File: src/nbf_pkg.sv
// ---------------------------------------------------------------------------
// nbf_pkg
// Shared types and constants of the nested box filter.
// ---------------------------------------------------------------------------
package nbf_pkg;

    // coordinate and size widths
    localparam int COORD_W = 12;
    localparam int SIZE_W  = COORD_W + 1;

    localparam logic [COORD_W-1:0] COORD_MAX = {COORD_W{1'b1}};

    // default box store depth
    localparam int MAX_CONTOURS_DEF = 16;

    // stream payload widths (whole bytes)
    localparam int IN_TDATA_W  = 24;
    localparam int OUT_TDATA_W = 80;

    // one bounding box, corners inclusive
    typedef struct packed {
        logic [COORD_W-1:0] hi_y;
        logic [COORD_W-1:0] hi_x;
        logic [COORD_W-1:0] lo_y;
        logic [COORD_W-1:0] lo_x;
    } t_box;

endpackage

File: src/nested_box_filter.sv
// ---------------------------------------------------------------------------
// nested_box_filter
// Collects contour bounding boxes, drops boxes nested in another box and
// streams out the kept boxes with their centers.
// ---------------------------------------------------------------------------
//  channel | dir | tdata (low bit up)                           | tlast       | tuser
//  s       | in  | point_x[11:0], point_y[23:12]                | contour_end | set_end
//  m       | out | box_left, box_top, box_width, box_height,    | last_box    | dropped
//          |     | mid_x, mid_y (bits 75:0, zero pad)           |             |
//
//  Points: one per cycle while collecting.
//  After set_end the pairwise pass over N stored boxes runs on one shared
//  comparator, reading the box store once per cycle.
//  Emission: kept boxes pass S_ERD, S_EFMT, S_EOUT; rejected ones only S_ERD.
//  o_s_tready is low from set_end until the last box transaction completes.
//  Reset is synchronous; the box store needs no clearing pass.
// ---------------------------------------------------------------------------
module nested_box_filter #(
    parameter int MAX_CONTOURS = nbf_pkg::MAX_CONTOURS_DEF
) (
    input  logic                            i_clk,
    input  logic                            i_rst_n,
    // point stream
    input  logic                            i_s_tvalid,
    output logic                            o_s_tready,
    input  logic [nbf_pkg::IN_TDATA_W-1:0]  i_s_tdata,  // point_x, point_y
    input  logic                            i_s_tlast,  // contour_end
    input  logic                            i_s_tuser,  // set_end
    // box stream
    output logic                            o_m_tvalid,
    input  logic                            i_m_tready,
    output logic [nbf_pkg::OUT_TDATA_W-1:0] o_m_tdata,  // left, top, width, height,
                                                        // mid_x, mid_y
    output logic                            o_m_tlast,  // last_box
    output logic                            o_m_tuser   // dropped
);

    localparam int IDX_W = $clog2(MAX_CONTOURS);
    localparam int CNT_W = $clog2(MAX_CONTOURS + 1);
    localparam int CW    = nbf_pkg::COORD_W;
    localparam int SW    = nbf_pkg::SIZE_W;
    localparam int PAD_W = nbf_pkg::OUT_TDATA_W - 2 * CW - 4 * SW;

    typedef enum logic [2:0] {
        S_ACC,    // collecting points
        S_RD_I,   // fetch box i
        S_CAP,    // latch box i, fetch box 0
        S_CMP,    // compare box i with box j
        S_ERD,    // fetch next kept box
        S_EFMT,   // format result
        S_EOUT    // hold result until taken
    } t_state;

    t_state                  r_state;
    logic [CNT_W-1:0]        r_count;
    logic                    r_overflow;
    logic [IDX_W-1:0]        r_i;
    logic [IDX_W-1:0]        r_j;
    logic [IDX_W-1:0]        r_last;
    logic                    r_keep_cur;
    logic [MAX_CONTOURS-1:0] r_keep;
    nbf_pkg::t_box           r_box_i;
    nbf_pkg::t_box           r_rd_data;
    nbf_pkg::t_box           r_mem [MAX_CONTOURS];

    logic                    w_accept;
    logic                    w_close;
    logic                    w_store;
    logic [CNT_W-1:0]        n_count;
    logic [IDX_W-1:0]        w_rd_addr;
    logic [CNT_W-1:0]        w_count_m1;
    logic                    w_nested;
    logic                    w_keep_now;
    nbf_pkg::t_box           w_run_box;
    logic [SW-1:0]           w_width;
    logic [SW-1:0]           w_height;

    assign o_s_tready = (r_state == S_ACC);
    assign w_accept   = i_s_tvalid && o_s_tready;
    assign w_close    = i_s_tlast || i_s_tuser;
    assign w_store    = w_accept && w_close && (r_count < CNT_W'(MAX_CONTOURS));
    assign n_count    = w_store ? r_count + CNT_W'(1) : r_count;
    assign w_count_m1 = r_count - CNT_W'(1);

    // running box of the open contour
    nbf_run_box u_run_box (
        .i_clk   (i_clk),
        .i_rst_n (i_rst_n),
        .i_valid (w_accept),
        .i_x     (i_s_tdata[CW-1:0]),
        .i_y     (i_s_tdata[2*CW-1:CW]),
        .i_close (w_close),
        .o_box   (w_run_box)
    );

    // shared nesting comparator
    nbf_nest_cmp u_nest_cmp (
        .i_a      (r_box_i),
        .i_b      (r_rd_data),
        .o_nested (w_nested)
    );

    assign w_keep_now = r_keep_cur && !(w_nested && (r_j != r_i));

    // box store read address
    always_comb begin
        unique case (r_state)
            S_CAP:   w_rd_addr = '0;
            S_CMP:   w_rd_addr = r_j + IDX_W'(1);
            default: w_rd_addr = r_i;
        endcase
    end

    // box store: one write port, one registered read port
    always_ff @(posedge i_clk) begin
        if (w_store) begin
            r_mem[r_count[IDX_W-1:0]] <= w_run_box;
        end
        r_rd_data <= r_mem[w_rd_addr];
    end

    // size of the fetched box
    assign w_width  = {1'b0, r_rd_data.hi_x} - {1'b0, r_rd_data.lo_x} + SW'(1);
    assign w_height = {1'b0, r_rd_data.hi_y} - {1'b0, r_rd_data.lo_y} + SW'(1);

    // sequencer and output register
    always_ff @(posedge i_clk) begin
        if (!i_rst_n) begin
            r_state    <= S_ACC;
            r_count    <= '0;
            r_overflow <= 1'b0;
            r_i        <= '0;
            r_j        <= '0;
            r_last     <= '0;
            r_keep_cur <= 1'b0;
            r_keep     <= '0;
            o_m_tvalid <= 1'b0;
        end else begin
            unique case (r_state)
                S_ACC: begin
                    if (w_accept) begin
                        r_count <= n_count;
                        if (w_close && !w_store) begin
                            r_overflow <= 1'b1;
                        end
                        if (i_s_tuser) begin
                            r_i    <= '0;
                            r_last <= '0;
                            if (n_count == '0) begin
                                r_overflow <= 1'b0;
                            end else begin
                                r_state <= S_RD_I;
                            end
                        end
                    end
                end
                S_RD_I: begin
                    r_state <= S_CAP;
                end
                S_CAP: begin
                    r_box_i    <= r_rd_data;
                    r_j        <= '0;
                    r_keep_cur <= 1'b1;
                    r_state    <= S_CMP;
                end
                S_CMP: begin
                    if (CNT_W'(r_j) == w_count_m1) begin
                        r_keep[r_i] <= w_keep_now;
                        if (w_keep_now) begin
                            r_last <= r_i;
                        end
                        if (CNT_W'(r_i) == w_count_m1) begin
                            r_i     <= '0;
                            r_state <= S_ERD;
                        end else begin
                            r_i     <= r_i + IDX_W'(1);
                            r_state <= S_RD_I;
                        end
                    end else begin
                        r_keep_cur <= w_keep_now;
                        r_j        <= r_j + IDX_W'(1);
                    end
                end
                S_ERD: begin
                    // skip rejected boxes; the last kept index bounds the walk
                    if (r_keep[r_i]) begin
                        r_state <= S_EFMT;
                    end else begin
                        r_i <= r_i + IDX_W'(1);
                    end
                end
                S_EFMT: begin
                    o_m_tdata <= {PAD_W'(0),
                                  SW'(r_rd_data.lo_y) + (w_height >> 1),
                                  SW'(r_rd_data.lo_x) + (w_width >> 1),
                                  w_height, w_width,
                                  r_rd_data.lo_y, r_rd_data.lo_x};
                    o_m_tlast  <= (r_i == r_last);
                    o_m_tuser  <= r_overflow;
                    o_m_tvalid <= 1'b1;
                    r_state    <= S_EOUT;
                end
                S_EOUT: begin
                    if (i_m_tready) begin
                        o_m_tvalid <= 1'b0;
                        if (r_i == r_last) begin
                            r_count    <= '0;
                            r_overflow <= 1'b0;
                            r_state    <= S_ACC;
                        end else begin
                            r_i     <= r_i + IDX_W'(1);
                            r_state <= S_ERD;
                        end
                    end
                end
                default: begin
                    r_state <= S_ACC;
                end
            endcase
        end
    end

    // ------------------------------------------------------------------
    // assertions
    // ------------------------------------------------------------------
    a_count_bound: assert property (@(posedge i_clk) disable iff (!i_rst_n)
        r_count <= CNT_W'(MAX_CONTOURS))
        else $error("box count above store depth");

    a_overflow_full: assert property (@(posedge i_clk) disable iff (!i_rst_n)
        r_overflow |-> (r_count == CNT_W'(MAX_CONTOURS)))
        else $error("overflow flagged with free store entries");

    a_no_out_while_acc: assert property (@(posedge i_clk) disable iff (!i_rst_n)
        (r_state == S_ACC) |-> !o_m_tvalid)
        else $error("result shown while collecting points");

    a_last_clears: assert property (@(posedge i_clk) disable iff (!i_rst_n)
        (o_m_tvalid && i_m_tready && o_m_tlast)
            |=> (o_s_tready && (r_count == '0) && !r_overflow))
        else $error("set state not cleared after last box");

endmodule

File: src/nbf_run_box.sv
// ---------------------------------------------------------------------------
// nbf_run_box
// Running bounding box of the current contour; cleared when it closes.
// ---------------------------------------------------------------------------
module nbf_run_box (
    input  logic                        i_clk,
    input  logic                        i_rst_n,
    input  logic                        i_valid,   // a point transaction this cycle
    input  logic [nbf_pkg::COORD_W-1:0] i_x,
    input  logic [nbf_pkg::COORD_W-1:0] i_y,
    input  logic                        i_close,   // contour closes with this point
    output nbf_pkg::t_box               o_box      // box with this point folded in
);

    nbf_pkg::t_box r_box;
    nbf_pkg::t_box n_box;

    // fold the incoming point into the held extremes
    always_comb begin
        n_box.lo_x = (i_x < r_box.lo_x) ? i_x : r_box.lo_x;
        n_box.lo_y = (i_y < r_box.lo_y) ? i_y : r_box.lo_y;
        n_box.hi_x = (i_x > r_box.hi_x) ? i_x : r_box.hi_x;
        n_box.hi_y = (i_y > r_box.hi_y) ? i_y : r_box.hi_y;
    end

    assign o_box = n_box;

    // hold, update, or restart on contour close
    always_ff @(posedge i_clk) begin
        if (!i_rst_n || (i_valid && i_close)) begin
            r_box.lo_x <= nbf_pkg::COORD_MAX;
            r_box.lo_y <= nbf_pkg::COORD_MAX;
            r_box.hi_x <= '0;
            r_box.hi_y <= '0;
        end else if (i_valid) begin
            r_box <= n_box;
        end
    end

endmodule

File: src/nbf_nest_cmp.sv
// ---------------------------------------------------------------------------
// nbf_nest_cmp
// Nesting test: box a has a greater corner and a smaller size than box b.
// ---------------------------------------------------------------------------
module nbf_nest_cmp (
    input  nbf_pkg::t_box i_a,
    input  nbf_pkg::t_box i_b,
    output logic          o_nested
);

    logic [nbf_pkg::COORD_W-1:0] w_span_ax;
    logic [nbf_pkg::COORD_W-1:0] w_span_ay;
    logic [nbf_pkg::COORD_W-1:0] w_span_bx;
    logic [nbf_pkg::COORD_W-1:0] w_span_by;

    // spans are size minus one; hi never falls below lo
    assign w_span_ax = i_a.hi_x - i_a.lo_x;
    assign w_span_ay = i_a.hi_y - i_a.lo_y;
    assign w_span_bx = i_b.hi_x - i_b.lo_x;
    assign w_span_by = i_b.hi_y - i_b.lo_y;

    assign o_nested = (i_a.lo_x > i_b.lo_x) && (i_a.lo_y > i_b.lo_y)
                   && (w_span_ay < w_span_by) && (w_span_ax < w_span_bx);

endmodule

File: config.mk
export PLATFORM = sky130hd
export DESIGN_NAME = nested_box_filter
export DESIGN_NICKNAME = d
export VERILOG_FILES = /design/src/nbf_pkg.sv /design/src/nested_box_filter.sv /design/src/nbf_run_box.sv /design/src/nbf_nest_cmp.sv
export SDC_FILE = /design/constraint.sdc
export NUM_CORES = 1
export LEC_CHECK = 0
export ABC_CLOCK_PERIOD_IN_PS = 11000
export BUFFER_PORTS_ARGS = -buffer_cell sky130_fd_sc_hd__buf_2
export CORE_UTILIZATION = 30
export DETAILED_ROUTE_END_ITERATION = 10
export PLACE_DENSITY_LB_ADDON = 0.05
export SETUP_SLACK_MARGIN = 0.02
export SYNTH_ARGS = -nofsm -noshare
export SYNTH_HDL_FRONTEND = slang
export SYNTH_SLANG_ARGS = --single-unit
File: constraint.sdc
create_clock -name i_clk -period 11 [get_ports i_clk]
set_input_delay 1.1 -clock i_clk [delete_from_list [all_inputs] [get_ports i_clk]]
set_output_delay 1.1 -clock i_clk [all_outputs]
set_load 0.05 [all_outputs]
==> results.ini, run 1 <==
[sta]
skew_ns=0.0299
finalHoldViolations=0
period_share=0.461
worst_slew_pin_slew_ns=1.08
fin_crit_ns=5.07
fin_setup_tns_ns=0
relSlewSlack=0.282
layout_setup_ws_ns=5.93
setup_violations=0
rsz0062_at_grt=false
fmax_ghz=0.197
slew_violations=0

[clocking]
cts_buffers=121
cts_setup_buffers=0
clock_latency_ns=0.74
clk_pin_slew_worst_paths_ns=0.06
cts_hold_buffers=0
cts.sinks=1029
cts.path.max_buffers=3
cts_tree=built
cts_resized=0
cts_root_buf=clkbuf_16
cts.htree.levels=3

[min_path]
hold_path.class=flop to flop

[power]
p_per_area_nw_per_um2=231
leakage_nw=18.6
ir_worst_vdd_mv=0.131

[placed_design]
dp_hpwl_mm=74.0
gp_congestion=0.759
place_ws_ns=5.80
port-buffer-count=109
dp_cells=5576

[die]
dieHeight_um=393
die_w_um=393
start_util=0.302
ios=114
std_cell_rows=143
core-area_um2=152000
die_area_um2=155000

[logic_synthesis]
yosysTopAreaCell=edfxtp_1
synth_cells=3571
synthTopCellsByArea=edfxtp_1 58%, dfxtp_1 5.9%, ha_1 5.4%
synth_top_area_share=0.585
synth_warnings=0
yosysSeqAreaShare=0.644
avgSynthCellArea_um2=12.9
synth_flop_cell=edfxtp_1
synth_edf_count=894
synth.cell_area_um2=45900
synth_seq_cells=1029
synth_cell_type_count=78
async_reset_ff_frac=0

[worst_setup_path]
crit_fanout=16
worstPathArrival_ns=5.65
crit_path_start_kind=flop
crit_chain=inv_1, ha_1, inv_1, fa_1, a21o_1, a21oi_1, o21bai_1, a21oi_1, o21ai_0, or4b_2, nand3_1, ha_1, nor2b_1, o21ai_0, nand3_1, or3_1, o211ai_2, o21ai_0
endpoint_kind=flop
path_class=flop to flop
critPathMostFrequentCell=o21ai_0
max_stage_delay_ns=0.66
cp_slowest_cell=or4b_2
cp_data_required_time_ns=11.58

[grt]
grt_usage=0.165
met2_usage=0.256
grt_max_degree=184
grt_pass1_vias=28100
grt_pass1_wl_mm=189
grt.busiest_layer=met2
grt.overflow.total=0
antenna_found_initial=8
grtUsageMet3=0.0230
met1_usage=0.242

[drt]
drt_iter0_markers=1686
drt-total-wl_mm=128
wl_per_cell_um=22.1
dr.pass1.iters=6
dr_total_vias=28300
ant_nets=0
drc=0
drt-vias-per-instance=4.87

[finish]
areaGrowthSynthToFinish_pct=15.3
post-route-util=0.348
final-instance-count-excl-fill=5806
multiInputGateArea_um2=15200
nNetsFinal=3921
fillerInstances=14900
drive_above_1_share=0.117
regArea_um2=29500

[outcome]
status=finished clean

[flow_run]
maxCapViolations=0

cell usage in the layout (no fill, tap or decap), types with 107 or more instances in the layout:
cell,n
buf_2,109
a31oi_1,107
a211oi_1,250
ha_1,198
edfxtp_1,894
nand2_1,514
inv_1,139
nor2b_1,219
clkbuf_16,123
a21oi_1,169
dfxtp_1,135
critical path, delay by kind of cell (launching register included):
family                     cells  cell delay, ns
buffers and inverters          2            0.12
DFF                            1            0.35
AOI/OAI and AO/OA              8            2.07
and+or+nand+nor                5            1.56
adders and majority gates      3            0.81
registers in the layout, summed over array words and instances, names as in the netlist:
register and cells:
r_mem 768, o_m_tdata 76, r_box_i 48, r_rd_data 48, u_run_box.r_box 48, r_keep 16, r_count 5, r_i 4
r_j 4, r_last 4, r_state 3, o_m_tlast 1, o_m_tuser 1, o_m_tvalid 1, r_keep_cur 1, r_overflow 1
report_power, final:
part / internal (mW) / total (mW) / switching (mW)
clock network: 2.38 / 4.03 / 1.66
registers: 4.77 / 4.93 / 0.162
logic: 1.29 / 3.28 / 1.99
per-layer routing:
metal / vias up / routed length, um
li1: 13600 / -
met2: 433 / 56200
met5: - / 0
met3: 163 / 3910
met1: 14100 / 65000
met4: 0 / 2890
layout make-up:
| cell class | instances | area share |
|---|---|---|
| diodes | 2 | 0.0000946 |
| clock buffers | 177 | 0.0658 |
| clock inverters | 51 | 0.00984 |
| inverters | 139 | 0.00986 |
| multi-input cells | 2201 | 0.287 |
| flip-flops and latches | 1029 | 0.558 |
| well taps | 2030 | 0.0480 |
| repair buffers | 177 | 0.0209 |
final timing paths:
kind	startpoint	to	slack (ns)	depth (start not counted)
worst min register to register	r_overflow	o_m_tuser	0.45	0
worst max-delay path	r_box_i[24]	r_keep[14]	5.93	18
worst max register to register	r_box_i[24]	r_keep[14]	5.93	18
worst min-delay path	r_overflow	o_m_tuser	0.45	0
cells by family (layout without fill, tap and decap cells):
group,count (synthesis),count (layout),synth area share
adder cells (fa/ha/maj),222,222,0.0644
other,1,6,0.0000817
AND/OR/NAND/NOR,975,975,0.0998
XOR/XNOR,92,92,0.0182
flip-flops,1029,1029,0.644
buffers and inverters,344,544,0.0301
multiplexers,78,78,0.0188
AO/OA/AOI/OAI,830,830,0.125
Yosys cell counts, drive strengths merged, types with 5 or more instances:
master,number
nand2,514
o21ai,70
edfxtp,894
o211ai,27
nand2b,24
nor2b,219
a21oi,171
and3,12
inv,139
nor2,87
nand3b,6
a2111oi,5
nand4,22
a211oi,252
o21bai,8
a311oi,99
a31oi,107
a21boi,6
a31o,6
fa,24
mux2,27
nor3,30
a21o,27
o21a,16
mux2i,47
ha,198
nor4,5
buf,53
xor2,30
nand3,31
xnor2,60
dfxtp,135
clkbuf,152
through the flow:
step                cell area, um^2  total power, mW  hold slack (ns)
finish                        52900             12.2            0.453
global route                  52900             13.0            0.469
CTS                           52900             12.5            0.454
detailed placement            48900             8.34            0.438
global placement              48900             8.35            0.442
floorplan                     45900             7.34            0.403
Power figures use the tool's default switching activity.
==> run 2, diff against run 1 <==
--- a/config.mk
+++ b/config.mk
@@ -5,7 +5,7 @@
 export SDC_FILE = /design/constraint.sdc
 export NUM_CORES = 1
 export LEC_CHECK = 0
-export ABC_CLOCK_PERIOD_IN_PS = 11000
+export ABC_CLOCK_PERIOD_IN_PS = 4600
 export BUFFER_PORTS_ARGS = -buffer_cell sky130_fd_sc_hd__buf_2
 export CORE_UTILIZATION = 30
 export DETAILED_ROUTE_END_ITERATION = 10
==> constraint.sdc (replaced) <==
create_clock -name i_clk -period 4.6 [get_ports i_clk]
set_input_delay 0.46 -clock i_clk [delete_from_list [all_inputs] [get_ports i_clk]]
set_output_delay 0.46 -clock i_clk [all_outputs]
set_load 0.05 [all_outputs]
==> results.ini, run 2 (synthesis gave the netlist of run 1 again) <==
[drt]
drt-total-wl_mm=129  ; +1.0%
dr.pass1.iters=5  ; -1
dr_total_vias=28400  ; +0.49%
drc=0  ; unchanged
wl_per_cell_um=22.0  ; -0.40%
drt-vias-per-instance=4.83  ; -0.91%
ant_nets=0  ; unchanged
drt_iter0_markers=1510  ; -10%

[finish]
nNetsFinal=4004  ; +2.1%
areaGrowthSynthToFinish_pct=17.1
drive_above_1_share=0.132  ; +0.0147
final_cell_mix=894 x edfxtp_1, 514 x nand2_1, 250 x a211oi_1
post-route-util=0.354  ; +0.00549
largest_reg_flops=768  ; unchanged
final_common_cell=edfxtp_1

[min_path]
hp-start=i_s_tdata[21]
hold_path.class=primary input to flop
hold_end=u_run_box.r_box[21]
min_path_cells=3  ; +3

[sta]
period_share=0.939  ; +0.478
relSlewSlack=0.316  ; +0.0347
whs_ns=0.0641  ; -0.389 ns
rsz0062_at_grt=false
finalHoldViolations=0  ; unchanged
setup_violations=0  ; unchanged
fin_crit_ns=4.32  ; -0.752 ns
fmax_ghz=0.231  ; +17%
worst_slew_pin_slew_ns=1.03  ; -0.0520 ns
fin_setup_tns_ns=0  ; unchanged
slew_violations=0  ; unchanged
skew_ns=0.0322  ; +0.00237 ns

[worst_setup_path]
crit_path_start_kind=flop
ff2ff_setup_slack_ns=0.28  ; -5.65 ns
crit_fanout=4  ; -12
cp_slowest_cell=or4b_2
cp_data_required_time_ns=5.27  ; -6.31 ns
r2r_cells=18  ; unchanged
startpoint=r_box_i[24]
max_stage_delay_ns=0.64  ; -0.02 ns
endpoint_kind=flop
r2r-start=r_box_i[24]
path_class=flop to flop
r2r-end=r_last[2]
crit_chain=inv_1, ha_1, inv_1, fa_1, a21o_1, a21oi_2, o21bai_1, a21oi_2, o21ai_2, or4b_2, nand3_1, ha_1, nor2b_1, o21ai_1, nand3_1, or3_4, o311ai_4, mux2i_1
worstPathArrival_ns=4.99  ; -0.66 ns

[placed_design]
port-buffer-count=109  ; unchanged
gp_congestion=0.763  ; +0.42%
dp_hpwl_mm=78.8  ; +6.5%

[die]
dieHeight_um=393  ; unchanged
ios=114  ; unchanged
core-area_um2=152000  ; unchanged
start_util=0.302  ; unchanged
std_cell_rows=143  ; unchanged
die_area_um2=155000  ; unchanged
die_w_um=393  ; unchanged

[grt]
grt_pass1_vias=28200  ; +0.25%
grt_usage=0.167  ; +0.00182
grt_max_degree=107  ; -42%
grt.overflow.total=0  ; unchanged
grt_pass1_wl_mm=190  ; +0.71%
antenna_found_initial=6  ; -2

[outcome]
status=finished clean

[clocking]
cts.path.max_buffers=3  ; unchanged
cts_root_buf=clkbuf_16
clock_latency_ns=0.74  ; about the same
cts_tree=built
clk_pin_slew_worst_paths_ns=0.06  ; about the same
cts_setup_buffers=0  ; unchanged
cts_buffers=118  ; -2.5%
cts.sinks=1029  ; unchanged
cts.htree.levels=3  ; unchanged

[flow_run]
maxCapViolations=0  ; unchanged

[power]
p_per_area_nw_per_um2=537  ; +130%
leakage_nw=19.0  ; +1.9%
ir_worst_vdd_mv=0.312  ; +140%

[run 2: cell types whose count changed in the layout (fill, tap and decap cells not counted), sizes merged]
cell	delta
buf	+81
bufinv	-3
clkbuf	-21
clkinv	+20
clkinvlp	-1
diode	+2
dlygate4sd3	+5
inv	-1
[run 2: worst max-delay path by stage]
stage	end	cells past startpoint	slack (ns)
global route	o_m_tdata[74]	19	0.03
finish	r_last[2]	18	0.28
detailed placement	r_last[2]	18	-0.08
floorplan	r_keep[10]	19	0.48
CTS	r_last[0]	18	0.06
global placement	r_last[2]	18	-0.09
[run 2: final cells by class]
type / count / area, um^2
fillers: 14900 / 98200
flip-flops and latches: 1029 / 29500
multi-input cells: 2201 / 15200
clock buffers: 156 / 3170
well taps: 2030 / 2540
repair buffers: 263 / 2230
inverters: 139 / 522
clock inverters: 66 / 495
diodes: 4 / 10.0
[run 2: where the power goes]
group | internal, mW | switching (mW)
sequential | 11.4 | 0.282
combinational | 3.31 | 4.89
clock | 5.10 | 3.88
[run 2: through the flow]
stage	cell area [um^2]	cells	total power, mW	setup slack [ns]
after global routing	53700	5884	30.7	0.0279
after global placement	50000	5657	20.2	-0.0949
after detailed placement	50000	5657	20.2	-0.0776
final	53700	5888	28.9	0.280
after floorplan	45900	3574	17.5	0.480
after CTS	53700	5884	29.3	0.0650
[run 2: worst max-delay path, delay by kind of cell, from the launching register on]
kind | cells | cell delay [ns]
AOI/OAI and AO/OA | 7 | 1.24
muxes | 1 | 0.23
adders and majority gates | 3 | 0.81
DFF | 1 | 0.37
buffers and inverters | 2 | 0.13
and+or+nand+nor | 5 | 1.50
[run 2: metal layers]
layer | wire (um) | vias up | track usage
met1 | 64000 | 14100 | 0.239
met3 | 4390 | 141 | 0.0207
met4 | 2240 | 0 | 0.0421
met2 | 58700 | 456 | 0.267
li1 | - | 13800 | -
met5 | 0 | - | 0
[run 2: what timing repair did]
item                                    in CTS  in global routing
pin swaps                                    1                  3
resized for setup                            3                  3
endpoints found under the setup margin      20                 11
endpoints found under the hold margin        8                  0
hold buffers                                 5                  0
